[config.mk]
export PLATFORM = sky130hd
export DESIGN_NAME = markup_tag_tokenizer_flat
export DESIGN_NICKNAME = d
export VERILOG_FILES = /design/src/rtl/core/mtt_pkg.sv /design/src/rtl/core/mtt_in_if.sv /design/src/rtl/core/mtt_out_if.sv /design/src/rtl/core/markup_tag_tokenizer.sv /design/src/rtl/core/mtt_in_stage.sv /design/src/rtl/core/mtt_core.sv /design/src/rtl/core/mtt_out_stage.sv /design/src/flat_wrapper.sv
export SDC_FILE = /design/constraint.sdc
export NUM_CORES = 1
export LEC_CHECK = 0
export BUFFER_PORTS_ARGS = -buffer_cell sky130_fd_sc_hd__buf_2
export CELL_PAD_IN_SITES_DETAIL_PLACEMENT = 1
export CELL_PAD_IN_SITES_GLOBAL_PLACEMENT = 1
export CORE_MARGIN = 2
export CORE_UTILIZATION = 25
export DETAILED_ROUTE_END_ITERATION = 6
export GPL_ROUTABILITY_DRIVEN = 1
export HOLD_SLACK_MARGIN = 0.12
export PLACE_DENSITY_LB_ADDON = 0.1
export RECOVER_POWER = 50
export SETUP_SLACK_MARGIN = 0.5
export SKIP_CTS_REPAIR_TIMING = 1
export SYNTH_ARGS = -nofsm -noshare
export SYNTH_HDL_FRONTEND = slang
export SYNTH_HIERARCHICAL = 1
export SYNTH_SLANG_ARGS = --single-unit
[constraint.sdc]
create_clock -name clk -period 6.4 [get_ports clk]
set_input_delay 0.96 -clock clk [delete_from_list [all_inputs] [get_ports clk]]
set_output_delay 0.96 -clock clk [all_outputs]
set_load 0.02 [all_outputs]
[src/rtl/core/mtt_pkg.sv]
// ---------------------------------------------------------------------------
// mtt_pkg: shared types and constants of the markup tag tokeniser
// Character codes, parser phases, event codes and the records passed
// between the stages of the tokeniser.
// ---------------------------------------------------------------------------
package mtt_pkg;

  localparam int unsigned MAX_LINE_DEF  = 1024;
  localparam int unsigned MAX_ATTRS_DEF = 16;

  localparam logic [7:0] CH_LT    = 8'h3C;
  localparam logic [7:0] CH_GT    = 8'h3E;
  localparam logic [7:0] CH_EQ    = 8'h3D;
  localparam logic [7:0] CH_SLASH = 8'h2F;
  localparam logic [7:0] CH_SPACE = 8'h20;
  localparam logic [7:0] CH_QUOTE = 8'h22;

  typedef enum logic [3:0] {
    PH_WAIT_LT     = 4'd0,
    PH_AFTER_LT    = 4'd1,
    PH_NAME        = 4'd2,
    PH_CLOSE_SKIP  = 4'd3,
    PH_GAP         = 4'd4,
    PH_ATTR_NAME   = 4'd5,
    PH_AFTER_NAME  = 4'd6,
    PH_VALUE_START = 4'd7,
    PH_QUOTED      = 4'd8,
    PH_SLASH_VALUE = 4'd9,
    PH_PLAIN_VALUE = 4'd10,
    PH_SLASH_PEND  = 4'd11,
    PH_STOPPED     = 4'd12,
    PH_NAME_FIRST  = 4'd13
  } phase_t;

  typedef enum logic [2:0] {
    EV_NAME  = 3'd0,
    EV_ANAME = 3'd1,
    EV_VALUE = 3'd2,
    EV_DONE  = 3'd3,
    EV_NO_LT = 3'd4,
    EV_BAD   = 3'd5,
    EV_LONG  = 3'd6,
    EV_MANY  = 3'd7
  } event_t;

  // One character request held in the input stage.
  typedef struct packed {
    logic       valid;
    logic [7:0] char_code;
    logic       first;
  } stage_t;

  // One result request from the parser core.
  typedef struct packed {
    logic       valid;
    event_t     event_res;
    logic [7:0] char_out;
    logic       closing;
    logic [3:0] attr_index;
    logic       last;
  } res_t;

  function automatic logic is_letter(input logic [7:0] c);
    return ((c >= 8'd65) && (c <= 8'd90)) || ((c >= 8'd97) && (c <= 8'd122));
  endfunction

endpackage

[src/rtl/core/mtt_in_if.sv]
// ---------------------------------------------------------------------------
// mtt_in_if: character channel
// Valid/ready channel carrying one tag character and its start-of-tag flag.
// ---------------------------------------------------------------------------
interface mtt_in_if;
  logic       valid;
  logic       ready;
  logic [7:0] char_code;
  logic       first;

  modport source (output valid, output char_code, output first, input ready);
  modport sink   (input valid, input char_code, input first, output ready);
endinterface

[src/rtl/core/mtt_out_if.sv]
// ---------------------------------------------------------------------------
// mtt_out_if: token event channel
// Valid/ready channel carrying one token event of the tokeniser.
// ---------------------------------------------------------------------------
interface mtt_out_if;
  logic       valid;
  logic       ready;
  logic [2:0] event_res;
  logic [7:0] char_out;
  logic       closing;
  logic [3:0] attr_index;
  logic       last;

  modport source (output valid, output event_res, output char_out, output closing,
                  output attr_index, output last, input ready);
  modport sink   (input valid, input event_res, input char_out, input closing,
                  input attr_index, input last, output ready);
endinterface

[src/rtl/core/markup_tag_tokenizer.sv]
// A token event passes from the input register through the core into the result register.
// Throughput: one character per cycle, set by the parser state registers, as
// long as the result side takes each event when it is offered.
// Characters that produce no event still pass through the core.
// Reset (rst_n low at a clock edge) empties both stages and puts the parser back to
// waiting for the start of a tag.
// ---------------------------------------------------------------------------
// markup_tag_tokenizer: streaming tokeniser for a single markup tag
// Takes one character per request and emits tag name, attribute name and
// attribute value characters, then done or an error code.
// ---------------------------------------------------------------------------
module markup_tag_tokenizer #(
  parameter int unsigned MAX_LINE  = mtt_pkg::MAX_LINE_DEF,
  parameter int unsigned MAX_ATTRS = mtt_pkg::MAX_ATTRS_DEF
) (
  input  logic      clk,
  input  logic      rst_n,
  mtt_in_if.sink    in_chan,
  mtt_out_if.source out_chan
);

  // The design is a three-part pipeline. The input stage registers each
  // character request. The core holds the parser state (phase, closing flag,
  // attribute count and the saturating character position) and decides in a
  // single pass of logic what the registered character produces. The output
  // stage registers the resulting event and lets the input side keep flowing
  // while that event is taken.

  mtt_pkg::stage_t stage;
  mtt_pkg::res_t   res;
  logic            slot_free;

  // The core consumes the held character only when the result register can
  // take whatever event it produces, so no event is ever dropped.
  mtt_in_stage u_in_stage (
    .clk     (clk),
    .rst_n   (rst_n),
    .in_chan (in_chan),
    .advance (slot_free),
    .stage   (stage)
  );

  mtt_core #(
    .MAX_LINE  (MAX_LINE),
    .MAX_ATTRS (MAX_ATTRS)
  ) u_core (
    .clk     (clk),
    .rst_n   (rst_n),
    .stage   (stage),
    .advance (slot_free),
    .res     (res)
  );

  mtt_out_stage u_out_stage (
    .clk       (clk),
    .rst_n     (rst_n),
    .res       (res),
    .slot_free (slot_free),
    .out_chan  (out_chan)
  );

endmodule

[src/rtl/core/mtt_in_stage.sv]
// ---------------------------------------------------------------------------
// mtt_in_stage: input register
// Captures one character request and holds it until the core consumes it.
// ---------------------------------------------------------------------------
module mtt_in_stage (
  input  logic            clk,
  input  logic            rst_n,
  mtt_in_if.sink          in_chan,
  input  logic            advance,
  output mtt_pkg::stage_t stage
);

  logic       valid_r, valid_nxt;
  logic [7:0] char_r;
  logic       first_r;
  logic       take;

  // The register can refill in the cycle its content moves on.
  assign in_chan.ready = !valid_r || advance;
  assign take          = in_chan.valid && in_chan.ready;

  always_comb begin
    valid_nxt = valid_r;
    if (in_chan.ready) begin
      valid_nxt = in_chan.valid;
    end
  end

  always_ff @(posedge clk) begin
    if (!rst_n) begin
      valid_r <= 1'b0;
    end else begin
      valid_r <= valid_nxt;
    end
  end

  always_ff @(posedge clk) begin
    if (take) begin
      char_r  <= in_chan.char_code;
      first_r <= in_chan.first;
    end
  end

  assign stage.valid     = valid_r;
  assign stage.char_code = char_r;
  assign stage.first     = first_r;

endmodule

[src/rtl/core/mtt_core.sv]
// ---------------------------------------------------------------------------
// mtt_core: tokeniser state machine
// Holds the parser state and decides, for one character, the event it
// produces and the state it leaves behind.
// ---------------------------------------------------------------------------
module mtt_core #(
  parameter int unsigned MAX_LINE  = mtt_pkg::MAX_LINE_DEF,
  parameter int unsigned MAX_ATTRS = mtt_pkg::MAX_ATTRS_DEF
) (
  input  logic            clk,
  input  logic            rst_n,
  input  mtt_pkg::stage_t stage,
  input  logic            advance,
  output mtt_pkg::res_t   res
);

  localparam int unsigned PW = $clog2(MAX_LINE);
  localparam int unsigned AW = $clog2(MAX_ATTRS + 1);
  localparam logic [PW-1:0] LONG_POS  = PW'(MAX_LINE - 2);
  localparam logic [AW-1:0] ATTR_LIM  = AW'(MAX_ATTRS);

  mtt_pkg::phase_t phase_r, phase_nxt;
  logic            closing_r, closing_nxt;
  logic [AW-1:0]   cnt_r, cnt_nxt;
  logic [PW-1:0]   pos_r, pos_nxt;

  mtt_pkg::phase_t eff_phase;
  logic            eff_closing;
  logic [AW-1:0]   eff_cnt;
  logic [PW-1:0]   eff_pos;
  logic [AW-1:0]   cur;
  logic            step;
  logic            live;
  logic [7:0]      c;

  logic            emit;
  mtt_pkg::event_t ev;
  logic [AW-1:0]   ix;
  logic [AW+3:0]   ix_wide;

  assign step = stage.valid && advance;
  assign c    = stage.char_code;

  // A request flagged as first starts from the reset state.
  assign eff_phase   = stage.first ? mtt_pkg::PH_WAIT_LT : phase_r;
  assign eff_closing = stage.first ? 1'b0 : closing_r;
  assign eff_cnt     = stage.first ? '0 : cnt_r;
  assign eff_pos     = stage.first ? '0 : pos_r;
  assign cur         = (eff_cnt != '0) ? eff_cnt - AW'(1) : '0;
  assign live        = step && (eff_phase != mtt_pkg::PH_STOPPED);

  // Event decision.
  always_comb begin
    emit = 1'b0;
    ev   = mtt_pkg::EV_NAME;
    ix   = '0;
    if (live) begin
      if (eff_pos == LONG_POS) begin
        emit = 1'b1;
        ev   = mtt_pkg::EV_LONG;
      end else begin
        unique case (eff_phase)
          mtt_pkg::PH_WAIT_LT: begin
            if (c != mtt_pkg::CH_SPACE && c != mtt_pkg::CH_LT) begin
              emit = 1'b1;
              ev   = mtt_pkg::EV_NO_LT;
            end
          end
          mtt_pkg::PH_AFTER_LT, mtt_pkg::PH_NAME_FIRST, mtt_pkg::PH_NAME: begin
            priority if (eff_phase == mtt_pkg::PH_AFTER_LT && c == mtt_pkg::CH_SLASH) begin
              emit = 1'b0;
            end else if (c == mtt_pkg::CH_GT) begin
              emit = 1'b1;
              ev   = mtt_pkg::EV_DONE;
            end else if (eff_phase == mtt_pkg::PH_NAME && c == mtt_pkg::CH_SPACE) begin
              emit = 1'b0;
            end else if (!mtt_pkg::is_letter(c)) begin
              emit = 1'b1;
              ev   = mtt_pkg::EV_BAD;
            end else begin
              emit = 1'b1;
              ev   = mtt_pkg::EV_NAME;
            end
          end
          mtt_pkg::PH_CLOSE_SKIP, mtt_pkg::PH_SLASH_PEND: begin
            if (c == mtt_pkg::CH_GT) begin
              emit = 1'b1;
              ev   = mtt_pkg::EV_DONE;
            end else if (eff_phase == mtt_pkg::PH_SLASH_PEND) begin
              emit = 1'b1;
              ev   = mtt_pkg::EV_BAD;
            end
          end
          mtt_pkg::PH_GAP, mtt_pkg::PH_AFTER_NAME: begin
            priority if (c == mtt_pkg::CH_SPACE || c == mtt_pkg::CH_SLASH) begin
              emit = 1'b0;
            end else if (eff_phase == mtt_pkg::PH_AFTER_NAME && c == mtt_pkg::CH_EQ) begin
              emit = 1'b0;
            end else if (c == mtt_pkg::CH_GT) begin
              emit = 1'b1;
              ev   = mtt_pkg::EV_DONE;
            end else if (!mtt_pkg::is_letter(c)) begin
              emit = 1'b1;
              ev   = mtt_pkg::EV_BAD;
            end else if (eff_cnt >= ATTR_LIM) begin
              emit = 1'b1;
              ev   = mtt_pkg::EV_MANY;
            end else begin
              emit = 1'b1;
              ev   = mtt_pkg::EV_ANAME;
              ix   = eff_cnt;
            end
          end
          mtt_pkg::PH_ATTR_NAME: begin
            priority if (c == mtt_pkg::CH_GT) begin
              emit = 1'b1;
              ev   = mtt_pkg::EV_DONE;
            end else if (c == mtt_pkg::CH_SPACE || c == mtt_pkg::CH_EQ) begin
              emit = 1'b0;
            end else if (!mtt_pkg::is_letter(c)) begin
              emit = 1'b1;
              ev   = mtt_pkg::EV_BAD;
            end else begin
              emit = 1'b1;
              ev   = mtt_pkg::EV_ANAME;
              ix   = cur;
            end
          end
          mtt_pkg::PH_VALUE_START: begin
            priority if (c == mtt_pkg::CH_SPACE || c == mtt_pkg::CH_QUOTE) begin
              emit = 1'b0;
            end else if (c == mtt_pkg::CH_GT) begin
              emit = 1'b1;
              ev   = mtt_pkg::EV_DONE;
            end else begin
              emit = 1'b1;
              ev   = mtt_pkg::EV_VALUE;
              ix   = cur;
            end
          end
          mtt_pkg::PH_QUOTED: begin
            if (c != mtt_pkg::CH_QUOTE) begin
              emit = 1'b1;
              ev   = mtt_pkg::EV_VALUE;
              ix   = cur;
            end
          end
          mtt_pkg::PH_SLASH_VALUE, mtt_pkg::PH_PLAIN_VALUE: begin
            priority if (c == mtt_pkg::CH_SPACE) begin
              emit = 1'b0;
            end else if (eff_phase == mtt_pkg::PH_PLAIN_VALUE && c == mtt_pkg::CH_GT) begin
              emit = 1'b1;
              ev   = mtt_pkg::EV_DONE;
            end else begin
              emit = 1'b1;
              ev   = mtt_pkg::EV_VALUE;
              ix   = cur;
            end
          end
          default: begin
            emit = 1'b0;
          end
        endcase
      end
    end
  end

  // Next state.
  always_comb begin
    phase_nxt   = phase_r;
    closing_nxt = closing_r;
    cnt_nxt     = cnt_r;
    pos_nxt     = pos_r;
    if (step) begin
      phase_nxt   = eff_phase;
      closing_nxt = eff_closing;
      cnt_nxt     = eff_cnt;
      pos_nxt     = eff_pos;
    end
    if (live) begin
      // The position counter saturates so that it never wraps back.
      if (eff_pos != '1) begin
        pos_nxt = eff_pos + PW'(1);
      end
      if (emit && ev >= mtt_pkg::EV_DONE) begin
        phase_nxt = mtt_pkg::PH_STOPPED;
      end else begin
        unique case (eff_phase)
          mtt_pkg::PH_WAIT_LT: begin
            if (c == mtt_pkg::CH_LT) begin
              phase_nxt = mtt_pkg::PH_AFTER_LT;
            end
          end
          mtt_pkg::PH_AFTER_LT: begin
            if (c == mtt_pkg::CH_SLASH) begin
              closing_nxt = 1'b1;
              phase_nxt   = mtt_pkg::PH_NAME_FIRST;
            end else if (emit) begin
              phase_nxt = mtt_pkg::PH_NAME;
            end
          end
          mtt_pkg::PH_NAME_FIRST: begin
            if (emit) begin
              phase_nxt = mtt_pkg::PH_NAME;
            end
          end
          mtt_pkg::PH_NAME: begin
            if (c == mtt_pkg::CH_SPACE) begin
              phase_nxt = eff_closing ? mtt_pkg::PH_CLOSE_SKIP : mtt_pkg::PH_GAP;
            end
          end
          mtt_pkg::PH_GAP, mtt_pkg::PH_AFTER_NAME: begin
            if (c == mtt_pkg::CH_SLASH) begin
              phase_nxt = mtt_pkg::PH_SLASH_PEND;
            end else if (eff_phase == mtt_pkg::PH_AFTER_NAME && c == mtt_pkg::CH_EQ) begin
              phase_nxt = mtt_pkg::PH_VALUE_START;
            end else if (emit && ev == mtt_pkg::EV_ANAME) begin
              cnt_nxt   = eff_cnt + AW'(1);
              phase_nxt = mtt_pkg::PH_ATTR_NAME;
            end
          end
          mtt_pkg::PH_ATTR_NAME: begin
            if (c == mtt_pkg::CH_SPACE) begin
              phase_nxt = mtt_pkg::PH_AFTER_NAME;
            end else if (c == mtt_pkg::CH_EQ) begin
              phase_nxt = mtt_pkg::PH_VALUE_START;
            end
          end
          mtt_pkg::PH_VALUE_START: begin
            if (c == mtt_pkg::CH_QUOTE) begin
              phase_nxt = mtt_pkg::PH_QUOTED;
            end else if (emit) begin
              phase_nxt = (c == mtt_pkg::CH_SLASH) ? mtt_pkg::PH_SLASH_VALUE
                                                    : mtt_pkg::PH_PLAIN_VALUE;
            end
          end
          mtt_pkg::PH_QUOTED: begin
            if (c == mtt_pkg::CH_QUOTE) begin
              phase_nxt = mtt_pkg::PH_GAP;
            end
          end
          mtt_pkg::PH_SLASH_VALUE, mtt_pkg::PH_PLAIN_VALUE: begin
            if (c == mtt_pkg::CH_SPACE) begin
              phase_nxt = mtt_pkg::PH_GAP;
            end
          end
          mtt_pkg::PH_CLOSE_SKIP, mtt_pkg::PH_SLASH_PEND, mtt_pkg::PH_STOPPED: begin
            phase_nxt = eff_phase;
          end
          default: begin
            phase_nxt = mtt_pkg::PH_STOPPED;
          end
        endcase
      end
    end
  end

  always_ff @(posedge clk) begin
    if (!rst_n) begin
      phase_r   <= mtt_pkg::PH_WAIT_LT;
      closing_r <= 1'b0;
      cnt_r     <= '0;
      pos_r     <= '0;
    end else begin
      phase_r   <= phase_nxt;
      closing_r <= closing_nxt;
      cnt_r     <= cnt_nxt;
      pos_r     <= pos_nxt;
    end
  end

  assign ix_wide = {4'b0000, ix};

  always_comb begin
    res.valid      = emit;
    res.event_res  = ev;
    res.char_out   = (ev <= mtt_pkg::EV_VALUE) ? c : 8'h00;
    res.closing    = eff_closing;
    res.attr_index = (ev == mtt_pkg::EV_ANAME || ev == mtt_pkg::EV_VALUE) ? ix_wide[3:0]
                                                                          : 4'h0;
    res.last       = (ev >= mtt_pkg::EV_DONE);
  end

endmodule

[src/rtl/core/mtt_out_stage.sv]
// ---------------------------------------------------------------------------
// mtt_out_stage: result register
// Holds one token event until the downstream side takes it.
// ---------------------------------------------------------------------------
module mtt_out_stage (
  input  logic          clk,
  input  logic          rst_n,
  input  mtt_pkg::res_t res,
  output logic          slot_free,
  mtt_out_if.source     out_chan
);

  logic          valid_r, valid_nxt;
  mtt_pkg::res_t res_r;

  assign slot_free = !valid_r || out_chan.ready;

  always_comb begin
    valid_nxt = valid_r;
    if (slot_free) begin
      valid_nxt = res.valid;
    end
  end

  always_ff @(posedge clk) begin
    if (!rst_n) begin
      valid_r <= 1'b0;
    end else begin
      valid_r <= valid_nxt;
    end
  end

  always_ff @(posedge clk) begin
    if (slot_free && res.valid) begin
      res_r <= res;
    end
  end

  assign out_chan.valid      = valid_r;
  assign out_chan.event_res  = res_r.event_res;
  assign out_chan.char_out   = res_r.char_out;
  assign out_chan.closing    = res_r.closing;
  assign out_chan.attr_index = res_r.attr_index;
  assign out_chan.last       = res_r.last;

endmodule
[src/flat_wrapper.sv]
// flat-port wrapper written by rule: the top's interface ports become plain ports
module markup_tag_tokenizer_flat 
#(
  parameter int unsigned MAX_LINE  = mtt_pkg::MAX_LINE_DEF,
  parameter int unsigned MAX_ATTRS = mtt_pkg::MAX_ATTRS_DEF
)
  (clk, rst_n, in_chan_valid, in_chan_char_code, in_chan_first, in_chan_ready, out_chan_valid, out_chan_event_res, out_chan_char_out, out_chan_closing, out_chan_attr_index, out_chan_last, out_chan_ready);
  mtt_in_if in_chan_i ();
  mtt_out_if out_chan_i ();
  input  logic clk;
  input  logic rst_n;
  input wire logic [$bits(in_chan_i.valid)-1:0] in_chan_valid;
  input wire logic [$bits(in_chan_i.char_code)-1:0] in_chan_char_code;
  input wire logic [$bits(in_chan_i.first)-1:0] in_chan_first;
  output wire logic [$bits(in_chan_i.ready)-1:0] in_chan_ready;
  output wire logic [$bits(out_chan_i.valid)-1:0] out_chan_valid;
  output wire logic [$bits(out_chan_i.event_res)-1:0] out_chan_event_res;
  output wire logic [$bits(out_chan_i.char_out)-1:0] out_chan_char_out;
  output wire logic [$bits(out_chan_i.closing)-1:0] out_chan_closing;
  output wire logic [$bits(out_chan_i.attr_index)-1:0] out_chan_attr_index;
  output wire logic [$bits(out_chan_i.last)-1:0] out_chan_last;
  input wire logic [$bits(out_chan_i.ready)-1:0] out_chan_ready;
  assign in_chan_i.valid = in_chan_valid;
  assign in_chan_i.char_code = in_chan_char_code;
  assign in_chan_i.first = in_chan_first;
  assign in_chan_ready = in_chan_i.ready;
  assign out_chan_valid = out_chan_i.valid;
  assign out_chan_event_res = out_chan_i.event_res;
  assign out_chan_char_out = out_chan_i.char_out;
  assign out_chan_closing = out_chan_i.closing;
  assign out_chan_attr_index = out_chan_i.attr_index;
  assign out_chan_last = out_chan_i.last;
  assign out_chan_i.ready = out_chan_ready;
  markup_tag_tokenizer #(.MAX_LINE(MAX_LINE), .MAX_ATTRS(MAX_ATTRS)) u_core (.clk(clk), .rst_n(rst_n), .in_chan(in_chan_i), .out_chan(out_chan_i));
endmodule
; ---- Yosys cells after proc, flatten, opt, wreduce, memory -nomap -nowiden
; Index checks and enable logic that the tools add are counted.
[word_totals]
output_inout_bits = 19
in_bits = 13
register_bits = 48
elab_cells = 174
[classes]
add_sub_neg = 3
n_lt_le_gt_ge = 7
n_bitwise = 2
reduce_logical = 30
mux = 92
eq_ne = 27
[op_table]
columns = op, count
row1 = 4-bit two-way mux, 31
row2 = 3-bit two-way mux, 18
row3 = "8-bit by 6-bit equality test with 1-bit output, second input constant", 6
row4 = 10-bit two-way mux, 4
row5 = 5-bit two-way mux, 8
row6 = 4-bit one-hot mux with 10 select lines, 1
row7 = "4-bit equality test, second input constant", 6
row8 = "8-bit by 6-bit != test with 1-bit output, second input constant", 3
row9 = 3-bit one-hot mux with 8 select lines, 1
row10 = 1-bit two-way mux, 23
row11 = 4-bit one-hot mux with 5 select lines, 1
row12 = "4-bit by 3-bit equality test with 1-bit output, second input constant", 4
row13 = "8-bit by 7-bit >= comparator with 1-bit output, second input constant", 2
row14 = "8-bit by 7-bit <= comparator with 1-bit output, second input constant", 2
row15 = 1-bit logical AND, 13
row16 = "10-bit by 1-bit adder with 10-bit output, second input constant", 1
row17 = "10-bit equality test, second input constant", 1
row18 = "10-bit != test, second input constant", 1
row19 = 3-bit OR reduction, 3
row20 = "4-bit by 2-bit equality test with 1-bit output, second input constant", 2
row21 = 2-bit two-way mux, 4
row22 = 1-bit one-hot mux with 8 select lines, 1
row23 = 1-bit logical OR, 7
row24 = 2-bit OR reduction, 3
row25 = 13 further kinds, 15

; ---- Depth between registers and ports, before layout
[depth]
depth_word = 18
ltp_mapped = 17
depth_no_buf = 11

; ---- Cells and area by module
; Netlist, hierarchy kept.
[modules_own_cells]
columns = mod, area_each_um2, n_inst, cells_per_inst, seq_area_each_um2
row1 = mtt_core, 2398.6, 1, 351, 400.4
row2 = mtt_out_stage, 568.0, 1, 22, 530.5
row3 = mtt_in_stage, 342.8, 1, 16, 290.3

; ---- Worst setup path after synthesis
; No wires, ideal clock.
[synth_path]
kind = flip-flop to flip-flop
start = register u_core.u_in_stage.first_r
end = register u_core.u_core.phase_r[0]
t_arrival_ns = 3.509
setup_ns = 0.059
synth_period_minus_slack_ns = 3.568
slack_ns = 2.832
n_path_buf = 6
t_required_ns = 6.341
stages_incl_launch_ff = 16
path_cell_list = edfxtp_1 -> buf_4 -> clkbuf_1 -> clkbuf_1 -> clkbuf_1 -> clkbuf_1 -> clkbuf_1 -> nor2b_1 -> ha_1 -> nand4_1 -> or3_1 -> o211ai_1 -> o311ai_1 -> nor2_2 -> a2111oi_4 -> o221a_2
[synth_via]
elab_chain_cells = 18
word_cells_on_any_way = 78
cone_classes = order compare (2) / eq/ne (16) / mux (47) / reduce/logical (13)
[synth_lines]
columns = element, line_no
row1 = "start, declared", mtt_in_stage.sv:15  ; logic first_r;
row2 = "start signal, assigned", mtt_in_stage.sv:40  ; first_r <= in_chan.first;
row3 = 5-bit two-way mux, mtt_core.sv:47  ; assign eff_cnt = stage.first ? '0 : cnt_r;
row4 = 5-bit >= comparator, mtt_core.sv:105  ; end else if (eff_cnt >= ATTR_LIM) begin
row5 = 3-bit two-way mux, mtt_core.sv:105
row6 = 3-bit two-way mux, mtt_core.sv:102  ; end else if (!mtt_pkg::is_letter(c)) begin
row7 = 3-bit two-way mux, mtt_core.sv:99  ; end else if (c == mtt_pkg::CH_GT) begin
row8 = 3-bit two-way mux, mtt_core.sv:97  ; end else if (eff_phase == mtt_pkg::PH_AFTER_NAME && c == mtt_pkg::CH_EQ) begin
row9 = 3-bit two-way mux, mtt_core.sv:95  ; priority if (c == mtt_pkg::CH_SPACE || c == mtt_pkg::CH_SLASH) begin
row10 = 3-bit one-hot mux with 8 select lines, mtt_core.sv:62  ; unique case (eff_phase)
row11 = (+2 left out), n/a
row12 = 3-bit by 1-bit equality test with 1-bit output, mtt_core.sv:217  ; end else if (emit && ev == mtt_pkg::EV_ANAME) begin
row13 = 1-bit logical AND, mtt_core.sv:217
row14 = 4-bit two-way mux, mtt_core.sv:217
row15 = 4-bit two-way mux, mtt_core.sv:215  ; end else if (eff_phase == mtt_pkg::PH_AFTER_NAME && c == mtt_pkg::CH_EQ) begin
row16 = 4-bit two-way mux, mtt_core.sv:213  ; if (c == mtt_pkg::CH_SLASH) begin
row17 = 4-bit one-hot mux with 10 select lines, mtt_core.sv:188  ; unique case (eff_phase)
row18 = 4-bit two-way mux, mtt_core.sv:185  ; if (emit && ev >= mtt_pkg::EV_DONE) begin
row19 = 4-bit two-way mux *, mtt_core.sv:180  ; if (live) begin
row20 = "end signal, assigned", mtt_core.sv:260  ; phase_r <= mtt_pkg::PH_WAIT_LT;
row21 = "end signal, assigned", mtt_core.sv:265  ; phase_r <= phase_nxt;
row22 = "end, declared", mtt_core.sv:22  ; mtt_pkg::phase_t phase_r, phase_nxt;
; Every way passes the cells marked *; elsewhere a longest branch is shown, timed or not.
; A chain may end at the register's enable or synchronous reset.

; ---- Worst setup path after layout
[layout_path]
start = register u_core.u_in_stage.first_r
end = register u_core.u_out_stage.res_r, in the netlist u_core/u_out_stage/out_chan.char_out[7], data pin
[layout_via]
elab_chain_cells = 11
word_cells_on_any_way = 44
cone_classes = order compare (2) / eq/ne (14) / mux (18) / reduce/logical (10)
[layout_lines]
columns = element, line_no
row1 = 5-bit two-way mux, mtt_core.sv:47
row2 = 5-bit >= comparator, mtt_core.sv:105
row3 = 3-bit two-way mux, mtt_core.sv:105
row4 = 3-bit two-way mux, mtt_core.sv:102
row5 = 3-bit two-way mux, mtt_core.sv:99
row6 = 3-bit two-way mux, mtt_core.sv:97
row7 = 3-bit two-way mux, mtt_core.sv:95
row8 = 3-bit one-hot mux with 8 select lines, mtt_core.sv:62
row9 = 3-bit two-way mux, mtt_core.sv:58  ; if (eff_pos == LONG_POS) begin
row10 = 3-bit two-way mux *, mtt_core.sv:57  ; if (live) begin
row11 = 3-bit by 2-bit <= comparator with 1-bit output *, mtt_core.sv:277  ; res.char_out = (ev <= mtt_pkg::EV_VALUE) ? c : 8'h00;
row12 = "end signal, assigned", mtt_out_stage.sv:35  ; res_r <= res;
row13 = "end, declared", mtt_out_stage.sv:14  ; mtt_pkg::res_t res_r;
; Marks and branches as above.

==> PnR_summary.wiki <==
{| class="wikitable"
! Metric !! Value
|-
| Run status || finished with violations
|-
| Failing checks || capacitance limit, slew limit
|-
| Design internal power || 550.2 uW
|-
| Cell with the largest stage delay on the worst path || clkbuf_1
|-
| Category of the worst setup path capture point || register
|-
| Top delay family on crit path || simple AND/OR/NAND/NOR gates
|-
| Avg Inst Size Synth || 8.508 um2
|-
| Register area || 1221 um2
|-
| Number of warnings issued by yosys || 6
|-
| Number of buffers and inverters on the critical path || 1
|-
| Clock sink count || 48
|-
| Global route total overflow || 0
|-
| CTS clk-pin slew, worst paths || 70 ps
|-
| Final HPWL from detailed placement || 8.010 mm
|-
| Setup total negative slack || 0 ps
|-
| Clock power share || 40.8%
|-
| Fraction of synthesized cell area taken by the top area cell type || 23.59%
|-
| Number of buffers inserted during clock tree synthesis || 5
|-
| Initial antenna violation count || 0
|-
| Die extent in y || 119.1 um
|-
| FF-to-FF End || u_core/u_out_stage/out_chan.char_out[7]$_DFFE_PP_
|-
| Yosys cell types || 70
|-
| Switching power summed over all nets || 191.7 uW
|-
| Detailed Route Iter0 Violations || 211
|-
| Cell type with the highest aggregate area in the netlist || edfxtp_1
|-
| Kind of start point of the critical path || register
|-
| Final antenna diode count || 0
|-
| Async set-or-reset flop fraction in the synthesized netlist || 0%
|-
| R2R setup slack || 1810 ps
|-
| Launch point of the worst hold path || u_core/u_core/cnt_r[4]$_SDFF_PN0_
|-
| Layout Area Growth over Synthesis || 12.06%
|-
| Stage delay of the slowest cell on the critical path || 1410 ps
|-
| Critical register-to-register path startpoint || u_core/u_in_stage/first_r$_DFFE_PP_
|-
| Area used by multi-input combinational logic || 1889 um2
|-
| Final hold violations || 0
|-
| # port buffers || 31
|-
| Layout cell share with drive strength beyond 1 || 9.429%
|-
| Sum of routed wire length over all layers || 10.89 mm
|-
| Post-DR vias/cell || 5.271
|-
| Number of inserted filler cells in the final layout || 1535
|-
| Peak supply drop || 0.07954 mV
|-
| Crit path setup slack, layout || 1812 ps
|-
| Dominant register cell in the synthesized netlist || edfxtp_1
|-
| Sequential area share after synthesis || 36.90%
|-
| Initial core utilization || 25.29%
|-
| Post-Place Cell Area || 3590 um2
|-
| Average wire length per cell after detail routing || 18.81 um
|-
| Number of remaining DRC errors || 0
|-
| Summed instance area of the synthesized netlist || 3309 um2
|-
| Final period utilization || 71.69%
|-
| Leakage || 1.139 nW
|-
| Worst reg2reg path depth || 9
|-
| Data arrival at the endpoint of the critical path || 4630 ps
|-
| Number of cell rows || 42
|-
| Maximum number of pins on one net before global-route repair || 46
|-
| Slew HR || -31.72%
|-
| Clock tree from TritonCTS || yes
|-
| Synth Net Count || 407
|-
| RD Place Congestion || 0.8561
|-
| Overall fraction of global-route tracks in use || 16.05%
|-
| Global-route wire length before repair || 17.73 mm
|-
| Skew final || 11.25 ps
|-
| Commonest non-fill, non-tap cell in the layout || nor2_1
|-
| Max Cap Violations || 1
|-
| Count of TritonRoute iterations in the first routing pass || 4
|-
| Max-slew violations || 46
|-
| Worst setup path start || u_core/u_in_stage/first_r$_DFFE_PP_
|-
| Clock insertion delay at the later pin of the skew report || 300 ps
|-
| Hold-critical path endpoint || u_core/u_core/cnt_r[4]$_SDFF_PN0_
|-
| Power per cell area || 200.1 nW/um2
|-
| Main area contributors after synthesis || edfxtp_1 (24%), dfxtp_1 (13%), nor2_1 (4.3%)
|-
| Clock Tree Buf Depth || 2
|-
| Switching power share of the total || 25.84%
|-
| Number of enable-type register cells in the synthesized netlist || 26
|-
| Highest-count cells in the layout ignoring fill and taps || nor2_1 (38), nand2_1 (27), edfxtp_1 (26)
|-
| Portion of total power attributed to sequential cells || 46.7%
|-
| Vias in the first global route || 3112
|-
| Worst-path maximum fanout || 45
|-
| Number of nets in the final layout || 420
|-
| Final setup violating endpoints || 0
|-
| List of cells traversed by the critical path || clkbuf_1 > nor3_1 > a31oi_1 > o311ai_2 > nor4_1 > o311ai_1 > nor2_2 > o21ai_1 > and2_1
|-
| Total core area || 13090 um2
|-
| Path class of the lowest-slack min-delay path || reg -> reg
|-
| Actual slew at the worst max-slew pin || 1976 ps
|-
| Placement-stage worst setup slack || 2716 ps
|-
| Cells on Worst Hold Path || 2
|-
| Cell count after synthesis || 389
|-
| Setup repair after global routing missed its margin || false
|-
| Power share of the combinational group || 12.5%
|-
| CTS root buf || clkbuf_16
|-
| Die width || 119.1 um
|-
| Kind of critical path || reg -> reg
|-
| Cell area after layout || 3709 um2
|-
| Top-Level Pins || 32
|-
| Total number of vias || 3052
|-
| Maximum operating frequency || 218.0 MHz
|-
| H-tree level count || 2
|-
| Time the worst path needs with I/O delays and setup || 4588 ps
|-
| Die area || 14170 um2
|-
| Count of state elements after synthesis || 48
|-
| Number of nets with antenna violations after routing || 0
|-
| Required arrival time at the worst endpoint || 6440 ps
|}
[how the worst max path moves through the flow]
stage / endpoint / slack, ps / depth (start not counted)
2_1_floorplan: u_core/u_core/phase_r[0]$_SDFF_PN0_ / 2830 / 15
3_3_place_gp: u_core/u_core/cnt_r[2]$_SDFF_PN0_ / 2700 / 9
3_5_place_dp: u_core/u_core/cnt_r[2]$_SDFF_PN0_ / 2720 / 9
4_1_cts: u_core/u_out_stage/out_chan.char_out[7]$_DFFE_PP_ / 2760 / 7
5_1_grt: u_core/u_out_stage/out_chan.char_out[7]$_DFFE_PP_ / 1230 / 12
6_report: u_core/u_out_stage/out_chan.char_out[7]$_DFFE_PP_ / 1810 / 9
[worst reg2reg max path: cells and delay by family, from the launching register on]
kind	cells	cell delay [ps]
flip-flops	1	320
buffers and inverters	1	1410
AND/OR/NAND/NOR	4	1510
AO/OA/AOI/OAI	4	1090
[routing by layer]
metal	vias to the layer above	GRT usage, %	wire length [um]	share of wire (%)
met5	-	0	0	0
met3	13	2.778	487	4.5
li1	1484	-	-	-
met4	0	4.762	172	1.6
met2	73	25.50	5002	46
met1	1482	22.25	5227	48
[area by class of cell]
class	count	share of cell area, %
clock buffers	6	3.475
inverters	15	1.518
multi-input cells	297	50.94
clock inverters	2	0.9447
flip-flops and latches	48	32.93
repair buffers	35	4.251
well taps	176	5.938
[synthesized netlist by cell type, drive strengths merged, types with 6 or more instances]
cell type / n
nand2: 27
nand4: 6
nor2: 40
nand2b: 12
nor4: 9
nor2b: 8
nand3b: 7
edfxtp: 26
a31oi: 9
a21oi: 19
and2: 16
inv: 15
a22oi: 7
or3: 7
o21ai: 22
nor3: 16
dfxtp: 22
buf: 8
nand3: 9
a211oi: 6
clkbuf: 21
[registers in the layout, summed over array words and instances (netlist names)]
signal	flops
u_core/u_out_stage/out_chan.last	1
u_core/u_in_stage/char_r	8
u_core/u_out_stage/out_chan.attr_index	4
u_core/u_core/pos_r	10
u_core/u_core/cnt_r	5
u_core/u_out_stage/out_chan.valid	1
u_core/u_core/closing_r	1
u_core/u_in_stage/first_r	1
u_core/u_out_stage/out_chan.char_out	8
u_core/u_in_stage/valid_r	1
u_core/u_out_stage/out_chan.event_res	3
u_core/u_out_stage/out_chan.closing	1
u_core/u_core/phase_r	4
[stage by stage]
stage / std cells / utilization [%] / power (mW) / hold WS, ps
after floorplan: 389 / - / 0.4176 / 445.1
after CTS: 579 / 28.69 / 0.7587 / 479.6
after global routing: 579 / 28.34 / 0.7815 / 522.7
after global placement: 571 / 27.43 / 0.4490 / 466.2
after detailed placement: 571 / 27.43 / 0.4496 / 469.3
final: 579 / 28.34 / 0.7419 / 478.2
[cells by family (layout without fill, tap and decap cells)]
family,after synthesis,count (layout),share of synthesized area [%]
and+or+nand+nor,176,176,30.10
AOI/OAI and AO/OA,108,108,23.37
DFF,48,48,36.90
buffers and inverters,44,58,5.482
adders and majority gates,5,5,1.890
xor gates and xnor gates,4,4,1.059
muxes,4,4,1.210
[power by group through the flow]
stage	clock network (mW)	registers [mW]	logic [mW]
CTS	0.316	0.346	0.0967
global route	0.330	0.348	0.103
finish	0.303	0.346	0.0928
detailed placement	0	0.353	0.0965
floorplan	0	0.357	0.0611
global placement	0	0.353	0.0963
Power figures use the tool's default switching activity.
